<file path="src/sv/sstf_pkg.sv">
// Shared types and constants for the shortest-seek-time-first request scheduler.
// Used by the scheduler top level, its entry cells and the port checker.
package sstf_pkg;

    localparam int TRACK_W            = 10;
    localparam int REQ_W              = 4;
    localparam int CFG_W              = 5;
    localparam int APB_DATA_W         = 32;
    localparam int APB_ADDR_W         = 3;
    localparam int DEF_QUEUE_DEPTH    = 16;
    localparam int DEF_MAX_REQUESTERS = 16;
    localparam int MAX_RESULTS        = 16;
    localparam int RES_W              = $clog2(MAX_RESULTS + 1);

    localparam logic [CFG_W-1:0] MAX_QUEUE_RST = 5'd16;

    // Result status codes.
    localparam logic [1:0] ST_SERVED = 2'd0;
    localparam logic [1:0] ST_DUP    = 2'd1;
    localparam logic [1:0] ST_FULL   = 2'd2;
    localparam logic [1:0] ST_BAD    = 2'd3;

    // Input actions.
    localparam logic ACT_REQUEST = 1'b0;
    localparam logic ACT_RETIRE  = 1'b1;

    // Register index, taken from paddr[2].
    localparam logic REG_MAX_QUEUE = 1'b0;
    localparam logic REG_REQ_COUNT = 1'b1;

    typedef struct packed {
        logic               action;
        logic [REQ_W-1:0]   requester;
        logic [TRACK_W-1:0] track;
    } req_item_t;

    typedef struct packed {
        logic [1:0]         status;
        logic [REQ_W-1:0]   served_requester;
        logic [TRACK_W-1:0] served_track;
        logic               last;
    } rsp_item_t;

    typedef struct packed {
        logic clear;
        logic insert;
        logic age_up;
        logic remove;
    } cell_ctrl_t;

endpackage

</file>
<file path="src/sv/sstf_disk_request_scheduler_core.sv">
// Shortest-seek-time-first disk request scheduler: sequencer, masks and a row of entry cells.
// Depends on sstf_pkg and sstf_cell. A new input beat is taken only in the idle state, so
// each beat is worked off before the next is taken; a reject result passes through the hold
// and result registers. Each served entry takes a scan of the cell chain, one cell a cycle,
// then a remove step.
// Reset is asynchronous: queue empty, no requester live, max_queue 16, last track 0.
module sstf_disk_request_scheduler_core
    import sstf_pkg::*;
#(
    parameter int QUEUE_DEPTH    = DEF_QUEUE_DEPTH,
    parameter int MAX_REQUESTERS = DEF_MAX_REQUESTERS
)(
    input  logic                  clk,
    input  logic                  rst_n,
    input  logic                  req_valid,
    output logic                  req_ready,
    input  req_item_t             req,
    output logic                  rsp_valid,
    input  logic                  rsp_ready,
    output rsp_item_t             rsp,
    input  logic                  psel,
    input  logic                  penable,
    input  logic                  pwrite,
    input  logic [APB_ADDR_W-1:0] paddr,
    input  logic [APB_DATA_W-1:0] pwdata,
    output logic [APB_DATA_W-1:0] prdata,
    output logic                  pready
);

    localparam int IDX_W   = (QUEUE_DEPTH > 1) ? $clog2(QUEUE_DEPTH) : 1;
    localparam int CNT_W   = $clog2(QUEUE_DEPTH + 1);
    localparam int LIVE_W  = $clog2(MAX_REQUESTERS + 1);
    localparam int CAP_LIM = (QUEUE_DEPTH > MAX_REQUESTERS) ? QUEUE_DEPTH : MAX_REQUESTERS;
    localparam int CMP_W   = $clog2(((CAP_LIM > 31) ? CAP_LIM : 31) + 1);

    localparam logic [1:0] S_IDLE   = 2'd0;
    localparam logic [1:0] S_CHECK  = 2'd1;
    localparam logic [1:0] S_SCAN   = 2'd2;
    localparam logic [1:0] S_REMOVE = 2'd3;

    logic [1:0]                state_reg, state_next;
    logic [IDX_W-1:0]          scan_cnt_reg, scan_cnt_next;
    logic [CFG_W-1:0]          max_queue_reg, max_queue_next;
    logic [CFG_W-1:0]          req_count_reg, req_count_next;
    logic [TRACK_W-1:0]        last_track_reg, last_track_next;
    logic [MAX_REQUESTERS-1:0] live_reg, live_next;
    logic [MAX_REQUESTERS-1:0] pending_reg, pending_next;
    logic [MAX_REQUESTERS-1:0] retiring_reg, retiring_next;
    logic [LIVE_W-1:0]         live_cnt_reg, live_cnt_next;
    logic [CNT_W-1:0]          count_reg, count_next;
    logic [RES_W-1:0]          res_cnt_reg, res_cnt_next;
    logic                      hold_valid_reg, hold_valid_next;
    rsp_item_t                 hold_reg, hold_next;
    logic                      rsp_valid_reg, rsp_valid_next;
    rsp_item_t                 rsp_reg, rsp_next;

    logic [MAX_REQUESTERS-1:0] req_hit;
    logic [MAX_REQUESTERS-1:0] own_hit;
    logic                      live_hit;
    logic                      pending_hit;
    logic                      retiring_hit;
    logic [CMP_W-1:0]          cap;
    logic [CMP_W-1:0]          thr;
    logic [CMP_W-1:0]          rc_sat;
    logic                      more;
    logic                      out_space;
    logic                      cfg_wr;
    logic [IDX_W-1:0]          free_idx;
    logic                      free_found;

    logic [QUEUE_DEPTH-1:0]    cell_valid;
    cell_ctrl_t                cell_ctrl [QUEUE_DEPTH];
    logic [QUEUE_DEPTH:0]      tok_found;
    logic [TRACK_W-1:0]        tok_dist  [QUEUE_DEPTH+1];
    logic [IDX_W-1:0]          tok_order [QUEUE_DEPTH+1];
    logic [IDX_W-1:0]          tok_idx   [QUEUE_DEPTH+1];
    logic [REQ_W-1:0]          tok_owner [QUEUE_DEPTH+1];
    logic [TRACK_W-1:0]        tok_track [QUEUE_DEPTH+1];

    // The head of the search chain always starts empty.
    assign tok_found[0] = 1'b0;
    assign tok_dist[0]  = '0;
    assign tok_order[0] = '0;
    assign tok_idx[0]   = '0;
    assign tok_owner[0] = '0;
    assign tok_track[0] = '0;

    for (genvar g = 0; g < QUEUE_DEPTH; g++)
    begin : g_cell
        sstf_cell #(
            .QUEUE_DEPTH (QUEUE_DEPTH),
            .CELL_IDX    (g)
        ) u_cell (
            .clk        (clk),
            .rst_n      (rst_n),
            .ctrl       (cell_ctrl[g]),
            .ins_owner  (req.requester),
            .ins_track  (req.track),
            .rem_idx    (tok_idx[QUEUE_DEPTH]),
            .rem_order  (tok_order[QUEUE_DEPTH]),
            .last_track (last_track_reg),
            .tin_found  (tok_found[g]),
            .tin_dist   (tok_dist[g]),
            .tin_order  (tok_order[g]),
            .tin_idx    (tok_idx[g]),
            .tin_owner  (tok_owner[g]),
            .tin_track  (tok_track[g]),
            .tout_found (tok_found[g+1]),
            .tout_dist  (tok_dist[g+1]),
            .tout_order (tok_order[g+1]),
            .tout_idx   (tok_idx[g+1]),
            .tout_owner (tok_owner[g+1]),
            .tout_track (tok_track[g+1]),
            .valid      (cell_valid[g])
        );
    end

    always_comb
    begin
        for (int i = 0; i < MAX_REQUESTERS; i++)
        begin
            req_hit[i] = (32'(req.requester) == i);
            own_hit[i] = (32'(tok_owner[QUEUE_DEPTH]) == i);
        end
    end

    always_comb
    begin
        free_idx   = '0;
        free_found = 1'b0;
        for (int i = 0; i < QUEUE_DEPTH; i++)
        begin
            if (!cell_valid[i] && !free_found)
            begin
                free_idx   = IDX_W'(i);
                free_found = 1'b1;
            end
        end
    end

    assign live_hit     = |(live_reg & req_hit);
    assign pending_hit  = |(pending_reg & req_hit);
    assign retiring_hit = |(retiring_reg & req_hit);

    assign cap = (CMP_W'(max_queue_reg) > CMP_W'(QUEUE_DEPTH)) ? CMP_W'(QUEUE_DEPTH)
                                                               : CMP_W'(max_queue_reg);
    assign thr = (cap < CMP_W'(live_cnt_reg)) ? cap : CMP_W'(live_cnt_reg);
    assign more = (res_cnt_reg < RES_W'(MAX_RESULTS)) && (count_reg != '0)
                  && (CMP_W'(count_reg) >= thr);
    assign rc_sat = (CMP_W'(pwdata[CFG_W-1:0]) > CMP_W'(MAX_REQUESTERS))
                    ? CMP_W'(MAX_REQUESTERS) : CMP_W'(pwdata[CFG_W-1:0]);

    assign out_space = !rsp_valid_reg || rsp_ready;
    assign cfg_wr    = psel && penable && pwrite;
    assign req_ready = (state_reg == S_IDLE);

    always_comb
    begin
        state_next      = state_reg;
        scan_cnt_next   = scan_cnt_reg;
        max_queue_next  = max_queue_reg;
        req_count_next  = req_count_reg;
        last_track_next = last_track_reg;
        live_next       = live_reg;
        pending_next    = pending_reg;
        retiring_next   = retiring_reg;
        live_cnt_next   = live_cnt_reg;
        count_next      = count_reg;
        res_cnt_next    = res_cnt_reg;
        hold_valid_next = hold_valid_reg;
        hold_next       = hold_reg;
        rsp_valid_next  = rsp_valid_reg && !rsp_ready;
        rsp_next        = rsp_reg;
        for (int i = 0; i < QUEUE_DEPTH; i++)
            cell_ctrl[i] = '0;

        case (state_reg)
            S_IDLE:
            begin
                if (req_valid)
                begin
                    res_cnt_next    = '0;
                    hold_valid_next = 1'b0;
                    hold_next       = '0;
                    if (req.action == ACT_REQUEST)
                    begin
                        if (!live_hit || retiring_hit)
                        begin
                            hold_valid_next  = 1'b1;
                            hold_next.status = ST_BAD;
                        end
                        else if (pending_hit)
                        begin
                            hold_valid_next  = 1'b1;
                            hold_next.status = ST_DUP;
                        end
                        else if (CMP_W'(count_reg) >= cap)
                        begin
                            hold_valid_next  = 1'b1;
                            hold_next.status = ST_FULL;
                        end
                        else
                        begin
                            for (int i = 0; i < QUEUE_DEPTH; i++)
                            begin
                                cell_ctrl[i].age_up = 1'b1;
                                cell_ctrl[i].insert = (free_idx == IDX_W'(i));
                            end
                            count_next   = count_reg + CNT_W'(1);
                            pending_next = pending_reg | req_hit;
                        end
                    end
                    else
                    begin
                        if (!live_hit)
                        begin
                            hold_valid_next  = 1'b1;
                            hold_next.status = ST_BAD;
                        end
                        else if (!retiring_hit)
                        begin
                            // A requester with a queued entry stays live until it is served.
                            if (pending_hit)
                            begin
                                retiring_next = retiring_reg | req_hit;
                            end
                            else
                            begin
                                live_next     = live_reg & ~req_hit;
                                live_cnt_next = live_cnt_reg - LIVE_W'(1);
                            end
                        end
                    end
                    if (hold_valid_next)
                        res_cnt_next = RES_W'(1);
                    state_next = S_CHECK;
                end
            end

            S_CHECK:
            begin
                if (hold_valid_reg)
                begin
                    if (out_space)
                    begin
                        rsp_valid_next  = 1'b1;
                        rsp_next        = hold_reg;
                        rsp_next.last   = !more;
                        hold_valid_next = 1'b0;
                        state_next      = more ? S_SCAN : S_IDLE;
                    end
                end
                else
                begin
                    state_next = more ? S_SCAN : S_IDLE;
                end
            end

            S_SCAN:
            begin
                if (scan_cnt_reg == IDX_W'(QUEUE_DEPTH - 1))
                begin
                    scan_cnt_next = '0;
                    state_next    = S_REMOVE;
                end
                else
                begin
                    scan_cnt_next = scan_cnt_reg + IDX_W'(1);
                end
            end

            S_REMOVE:
            begin
                for (int i = 0; i < QUEUE_DEPTH; i++)
                    cell_ctrl[i].remove = 1'b1;
                count_next      = count_reg - CNT_W'(1);
                last_track_next = tok_track[QUEUE_DEPTH];
                pending_next    = pending_reg & ~own_hit;
                if (|(retiring_reg & own_hit))
                begin
                    retiring_next = retiring_reg & ~own_hit;
                    live_next     = live_reg & ~own_hit;
                    live_cnt_next = live_cnt_reg - LIVE_W'(1);
                end
                hold_valid_next            = 1'b1;
                hold_next.status           = ST_SERVED;
                hold_next.served_requester = tok_owner[QUEUE_DEPTH];
                hold_next.served_track     = tok_track[QUEUE_DEPTH];
                hold_next.last             = 1'b0;
                res_cnt_next               = res_cnt_reg + RES_W'(1);
                state_next                 = S_CHECK;
            end

            default:
            begin
                state_next = S_IDLE;
            end
        endcase

        if (cfg_wr)
        begin
            if (paddr[2] == REG_REQ_COUNT)
            begin
                req_count_next  = pwdata[CFG_W-1:0];
                live_cnt_next   = LIVE_W'(rc_sat);
                for (int i = 0; i < MAX_REQUESTERS; i++)
                    live_next[i] = (CMP_W'(i) < rc_sat);
                pending_next    = '0;
                retiring_next   = '0;
                count_next      = '0;
                last_track_next = '0;
                for (int i = 0; i < QUEUE_DEPTH; i++)
                    cell_ctrl[i].clear = 1'b1;
            end
            else
            begin
                max_queue_next = pwdata[CFG_W-1:0];
            end
        end
    end

    always_ff @(posedge clk or negedge rst_n)
    begin
        if (!rst_n)
        begin
            state_reg      <= S_IDLE;
            scan_cnt_reg   <= '0;
            max_queue_reg  <= MAX_QUEUE_RST;
            req_count_reg  <= '0;
            last_track_reg <= '0;
            live_reg       <= '0;
            pending_reg    <= '0;
            retiring_reg   <= '0;
            live_cnt_reg   <= '0;
            count_reg      <= '0;
            res_cnt_reg    <= '0;
            hold_valid_reg <= 1'b0;
            rsp_valid_reg  <= 1'b0;
        end
        else
        begin
            state_reg      <= state_next;
            scan_cnt_reg   <= scan_cnt_next;
            max_queue_reg  <= max_queue_next;
            req_count_reg  <= req_count_next;
            last_track_reg <= last_track_next;
            live_reg       <= live_next;
            pending_reg    <= pending_next;
            retiring_reg   <= retiring_next;
            live_cnt_reg   <= live_cnt_next;
            count_reg      <= count_next;
            res_cnt_reg    <= res_cnt_next;
            hold_valid_reg <= hold_valid_next;
            rsp_valid_reg  <= rsp_valid_next;
        end
    end

    always_ff @(posedge clk)
    begin
        hold_reg <= hold_next;
        rsp_reg  <= rsp_next;
    end

    always_comb
    begin
        prdata = '0;
        if (paddr[2] == REG_REQ_COUNT)
            prdata[CFG_W-1:0] = req_count_reg;
        else
            prdata[CFG_W-1:0] = max_queue_reg;
    end

    assign pready    = 1'b1;
    assign rsp_valid = rsp_valid_reg;
    assign rsp       = rsp_reg;

endmodule

</file>
<file path="src/sv/sstf_cell.sv">
// One queue entry of the scheduler plus its stage of the nearest-track search chain.
// Depends on sstf_pkg for the track and requester widths and the control struct.
module sstf_cell
    import sstf_pkg::*;
#(
    parameter int QUEUE_DEPTH = DEF_QUEUE_DEPTH,
    parameter int CELL_IDX    = 0,
    localparam int IDX_W      = (QUEUE_DEPTH > 1) ? $clog2(QUEUE_DEPTH) : 1
)(
    input  logic               clk,
    input  logic               rst_n,
    input  cell_ctrl_t         ctrl,
    input  logic [REQ_W-1:0]   ins_owner,
    input  logic [TRACK_W-1:0] ins_track,
    input  logic [IDX_W-1:0]   rem_idx,
    input  logic [IDX_W-1:0]   rem_order,
    input  logic [TRACK_W-1:0] last_track,
    input  logic               tin_found,
    input  logic [TRACK_W-1:0] tin_dist,
    input  logic [IDX_W-1:0]   tin_order,
    input  logic [IDX_W-1:0]   tin_idx,
    input  logic [REQ_W-1:0]   tin_owner,
    input  logic [TRACK_W-1:0] tin_track,
    output logic               tout_found,
    output logic [TRACK_W-1:0] tout_dist,
    output logic [IDX_W-1:0]   tout_order,
    output logic [IDX_W-1:0]   tout_idx,
    output logic [REQ_W-1:0]   tout_owner,
    output logic [TRACK_W-1:0] tout_track,
    output logic               valid
);

    logic               valid_reg, valid_next;
    logic [TRACK_W-1:0] track_reg, track_next;
    logic [REQ_W-1:0]   owner_reg, owner_next;
    logic [IDX_W-1:0]   order_reg, order_next;

    logic               tok_found_reg, tok_found_next;
    logic [TRACK_W-1:0] tok_dist_reg, tok_dist_next;
    logic [IDX_W-1:0]   tok_order_reg, tok_order_next;
    logic [IDX_W-1:0]   tok_idx_reg, tok_idx_next;
    logic [REQ_W-1:0]   tok_owner_reg, tok_owner_next;
    logic [TRACK_W-1:0] tok_track_reg, tok_track_next;

    logic [TRACK_W-1:0] seek;
    logic               take;

    assign seek = (track_reg >= last_track) ? (track_reg - last_track)
                                            : (last_track - track_reg);

    // Among equal seek distances the entry with the lower order is taken; orders are
    // unique, so the newest entry wins a tie.
    assign take = valid_reg && (!tin_found || (seek < tin_dist)
                  || ((seek == tin_dist) && (order_reg < tin_order)));

    always_comb
    begin
        valid_next = valid_reg;
        track_next = track_reg;
        owner_next = owner_reg;
        order_next = order_reg;
        if (ctrl.clear)
        begin
            valid_next = 1'b0;
        end
        else if (ctrl.insert)
        begin
            valid_next = 1'b1;
            track_next = ins_track;
            owner_next = ins_owner;
            order_next = '0;
        end
        else if (ctrl.age_up && valid_reg)
        begin
            order_next = order_reg + IDX_W'(1);
        end
        else if (ctrl.remove && valid_reg)
        begin
            if (rem_idx == IDX_W'(CELL_IDX))
                valid_next = 1'b0;
            else if (order_reg > rem_order)
                order_next = order_reg - IDX_W'(1);
        end
    end

    always_comb
    begin
        if (take)
        begin
            tok_found_next = 1'b1;
            tok_dist_next  = seek;
            tok_order_next = order_reg;
            tok_idx_next   = IDX_W'(CELL_IDX);
            tok_owner_next = owner_reg;
            tok_track_next = track_reg;
        end
        else
        begin
            tok_found_next = tin_found;
            tok_dist_next  = tin_dist;
            tok_order_next = tin_order;
            tok_idx_next   = tin_idx;
            tok_owner_next = tin_owner;
            tok_track_next = tin_track;
        end
    end

    always_ff @(posedge clk or negedge rst_n)
    begin
        if (!rst_n)
            valid_reg <= 1'b0;
        else
            valid_reg <= valid_next;
    end

    always_ff @(posedge clk)
    begin
        track_reg     <= track_next;
        owner_reg     <= owner_next;
        order_reg     <= order_next;
        tok_found_reg <= tok_found_next;
        tok_dist_reg  <= tok_dist_next;
        tok_order_reg <= tok_order_next;
        tok_idx_reg   <= tok_idx_next;
        tok_owner_reg <= tok_owner_next;
        tok_track_reg <= tok_track_next;
    end

    assign valid      = valid_reg;
    assign tout_found = tok_found_reg;
    assign tout_dist  = tok_dist_reg;
    assign tout_order = tok_order_reg;
    assign tout_idx   = tok_idx_reg;
    assign tout_owner = tok_owner_reg;
    assign tout_track = tok_track_reg;

endmodule

</file>
<file path="config.mk">
export PLATFORM = sky130hd
export DESIGN_NAME = sstf_disk_request_scheduler_core
export DESIGN_NICKNAME = d
export VERILOG_FILES = /design/src/sv/sstf_pkg.sv /design/src/sv/sstf_disk_request_scheduler_core.sv /design/src/sv/sstf_cell.sv
export SDC_FILE = /design/constraint.sdc
export NUM_CORES = 2
export LEC_CHECK = 0
export BUFFER_PORTS_ARGS = -buffer_cell sky130_fd_sc_hd__buf_2
export CAP_MARGIN = 10
export CORE_MARGIN = 4
export CORE_UTILIZATION = 42
export DETAILED_ROUTE_END_ITERATION = 6
export SYNTH_ARGS = -nofsm -noshare
export SYNTH_HDL_FRONTEND = slang
export SYNTH_SLANG_ARGS = --single-unit
</file>
<file path="constraint.sdc">
create_clock -name clk -period 22 [get_ports clk]
set_clock_uncertainty 0.15 [all_clocks]
set_input_delay 2.2 -clock clk [delete_from_list [all_inputs] [get_ports clk]]
set_output_delay 2.2 -clock clk [all_outputs]
set_load 0.02 [all_outputs]
</file>
==> flow_metrics.env <==
export IMPL_status="finished clean"
export IMPL_core_rowCount=130
export IMPL_synthesis_area_sq_um=53190
export IMPL_yosys_top_cells_area="dfxtp_1 19%, edfxtp_1 18%, ha_1 15%"
export IMPL_synth_largest_area_cell="dfxtp_1"
export IMPL_startpoint_type="input pin"
export IMPL_synthCells=5294
export IMPL_postCtsSetupRepairBufs=0
export IMPL_drt_initial_drc_count=3062
export IMPL_grt_overflow=0
export IMPL_place_congestion=0.9055
export IMPL_final_max_slew_viol_count=0
export IMPL_final_antenna_net_count=0
export IMPL_route_detailed_drc=0
export IMPL_hpwl_um=105600
export IMPL_ys_seq_area_share_pct=42.05
export IMPL_area_growth_pct=10.51
export IMPL_ir_drop_mv=0.08998
export IMPL_antenna_found_initial=7
export IMPL_grt_setup_unrepaired="false"
export IMPL_syn_avg_cell_area_sq_um=10.05
export IMPL_root_buffer="clkbuf_16"
export IMPL_dieArea_sq_um=132400
export IMPL_pin_count=109
export IMPL_grt_pass1_wl_um=226300
export IMPL_clockBufferDepth=3
export IMPL_path_class="input pin to register"
export IMPL_ys_top_cells_by_count="620 x ha_1, 502 x dfxtp_1, 482 x inv_1, 377 x nand2_1, 369 x o21ai_0"
export IMPL_synth_cell_types=93
export IMPL_stdcell_area_sq_um=58780
export IMPL_synth_edff_count=321
export IMPL_io_buffers=51
export IMPL_path_clk_slew_ps=60
export IMPL_worstHoldStart="g_cell[5].u_cell.tout_idx[2]$_SDFF_PP1_"
export IMPL_final_util_pct=46.75
export IMPL_layout_worst_path_cycle_share_pct=32.26
export IMPL_placed_area_sq_um=55400
export IMPL_grt_pass1_vias=38180
export IMPL_drtPass1Iterations=6
export IMPL_min_path_type="register to register"
export IMPL_wl_per_cell_um=20.96
export IMPL_synthArstFlopShare_pct=11.51
export IMPL_cp_end_kind="register"
export IMPL_hold_viol=0
export IMPL_cellPowerDensity_nw_per_um2=114.6
export IMPL_cp_max_fo=37
export IMPL_tightestPinTransition_ps=1168
export IMPL_cts_max_level=3
export IMPL_min_period_ps=7096
export IMPL_tns_ps=0
export IMPL_cts_resized=0
export IMPL_place_inst=6868
export IMPL_setup_slack_ps=14900
export IMPL_die_w_um=363.9
export IMPL_critical_path_arrival_ps=7300
export IMPL_core_sq_um=125700
export IMPL_ys_seq_elements=930
export IMPL_finalNonFillerCells=7059
export IMPL_cts_sinks=930
export IMPL_setup_viol=0
export IMPL_yosys_area_top_type_share_pct=18.89
export IMPL_critPathLaunch="req[10]"
export IMPL_nNetsFinal=6046
export IMPL_route_vias_total=38600
export IMPL_insertion_delay_ps=680
export IMPL_numCtsBuffers=101
export IMPL_yosysMostFrequentCell="ha_1"
export IMPL_slew_headroom_pct=21.68
export IMPL_grt_start_max_net_pins=57
export IMPL_die_h_um=363.9
export IMPL_worstPathRequired_ps=22200
export IMPL_place_ws_ps=14250
export IMPL_grt_usage_pct=22.06
export IMPL_cts_tree="done"
export IMPL_vias_per_cell=5.469
export IMPL_holdBufCountCts=0
export IMPL_routed_wl_um=148000
export IMPL_r2r_start="last_track_reg[1]$_DFF_PN0_"
export IMPL_cap_violations=0
export IMPL_ys_warn_count=0
export IMPL_drive_gt1_share_pct=11.95
export IMPL_leakagePower_nw=24.73
export IMPL_max_clock_freq_mhz=140.9
export IMPL_start_util_pct=42.31
export IMPL_synthFlopType="dfxtp_1"
layout by cell type (no fill, tap or decap), types with 110 or more instances in the layout:
master and count:
a21oi_1 353, ha_1 620, nand2_1 377, a21o_1 146
inv_1 481, mux2_2 269, edfxtp_1 321, nor2_1 238
o21ai_0 365, xnor2_1 130, clkbuf_16 110, dfxtp_1 502
worst max-delay path: stages:
cell and delay (ps):
buf_2 640, nor2b_1 950, nand3_1 180, a21oi_1 240, a2111o_1 290, nand3_1 250
nor4_4 200, buf_4 490, nand3_1 530, nor2_2 960, a211o_1 310
stage by stage:
step / hold WS (ps) / power (mW)
detailed placement: 245.7 / 5.011
finish: 256.8 / 6.735
global route: 274.8 / 7.212
floorplan: 236.3 / 4.171
CTS: 260.0 / 6.763
global placement: 242.1 / 4.981
path summary, 6_finish.rpt:
kind / to / slack (ps) / cells after the start
min reg2reg: g_cell[6].u_cell.tout_idx[2]$_SDFF_PP1_ / 260 / 1
min: g_cell[6].u_cell.tout_idx[2]$_SDFF_PP1_ / 260 / 1
max reg2reg: g_cell[12].u_cell.tout_track[1]$_DFF_P_ / 15030 / 19
min in group asynchronous: scan_cnt_reg[1]$_DFFE_PN0P_ / 1440 / 1
max: g_cell[6].u_cell.order_reg[3]$_SDFFCE_PP0P_ / 14900 / 11
max in group asynchronous: live_reg[8]$_DFF_PN0_ / 18960 / 2
report_power, final:
| group | switching [mW] | leakage, nW | internal (mW) |
|---|---|---|---|
| Combinational | 1.65 | 14.5 | 1.11 |
| Sequential | 0.164 | 8.54 | 2.09 |
| Clock | 0.716 | 1.66 | 0.997 |
| Total | 2.53 | 24.7 | 4.20 |
layout make-up:
cell class / instances / area, sq um
Inverter: 483 / 1813
Clock buffer: 144 / 2990
Clock inverter: 44 / 386.6
Sequential cell: 930 / 22370
Multi-Input combinational cell: 3669 / 28260
Timing Repair Buffer: 136 / 895.9
Antenna cell: 3 / 7.507
Fill cell: 11700 / 66950
Tap cell: 1650 / 2064
logic make-up (layout without fill, tap and decap cells):
logic type | count (synthesis) | after routing | share of synthesized area (%)
buf+inv | 721 | 807 | 5.325
xor+xnor | 174 | 174 | 2.865
compound gates | 1308 | 1308 | 15.50
other cells | 2 | 31 | 0.01412
simple gates | 1129 | 1129 | 10.35
fa+ha+maj | 668 | 668 | 16.39
mux | 362 | 362 | 7.504
flops | 930 | 930 | 42.05
metal layers:
layer  GRT usage, %  vias to the layer above  part of all wire [%]
li1               -                    18750                     -
met3          2.063                      263                   5.5
met5              0                        -                0.0088
met2          34.08                     1154                    43
met4          10.28                        2                   4.9
met1          31.28                    18430                    46
No activity file was read; power rests on OpenSTA's default activity.
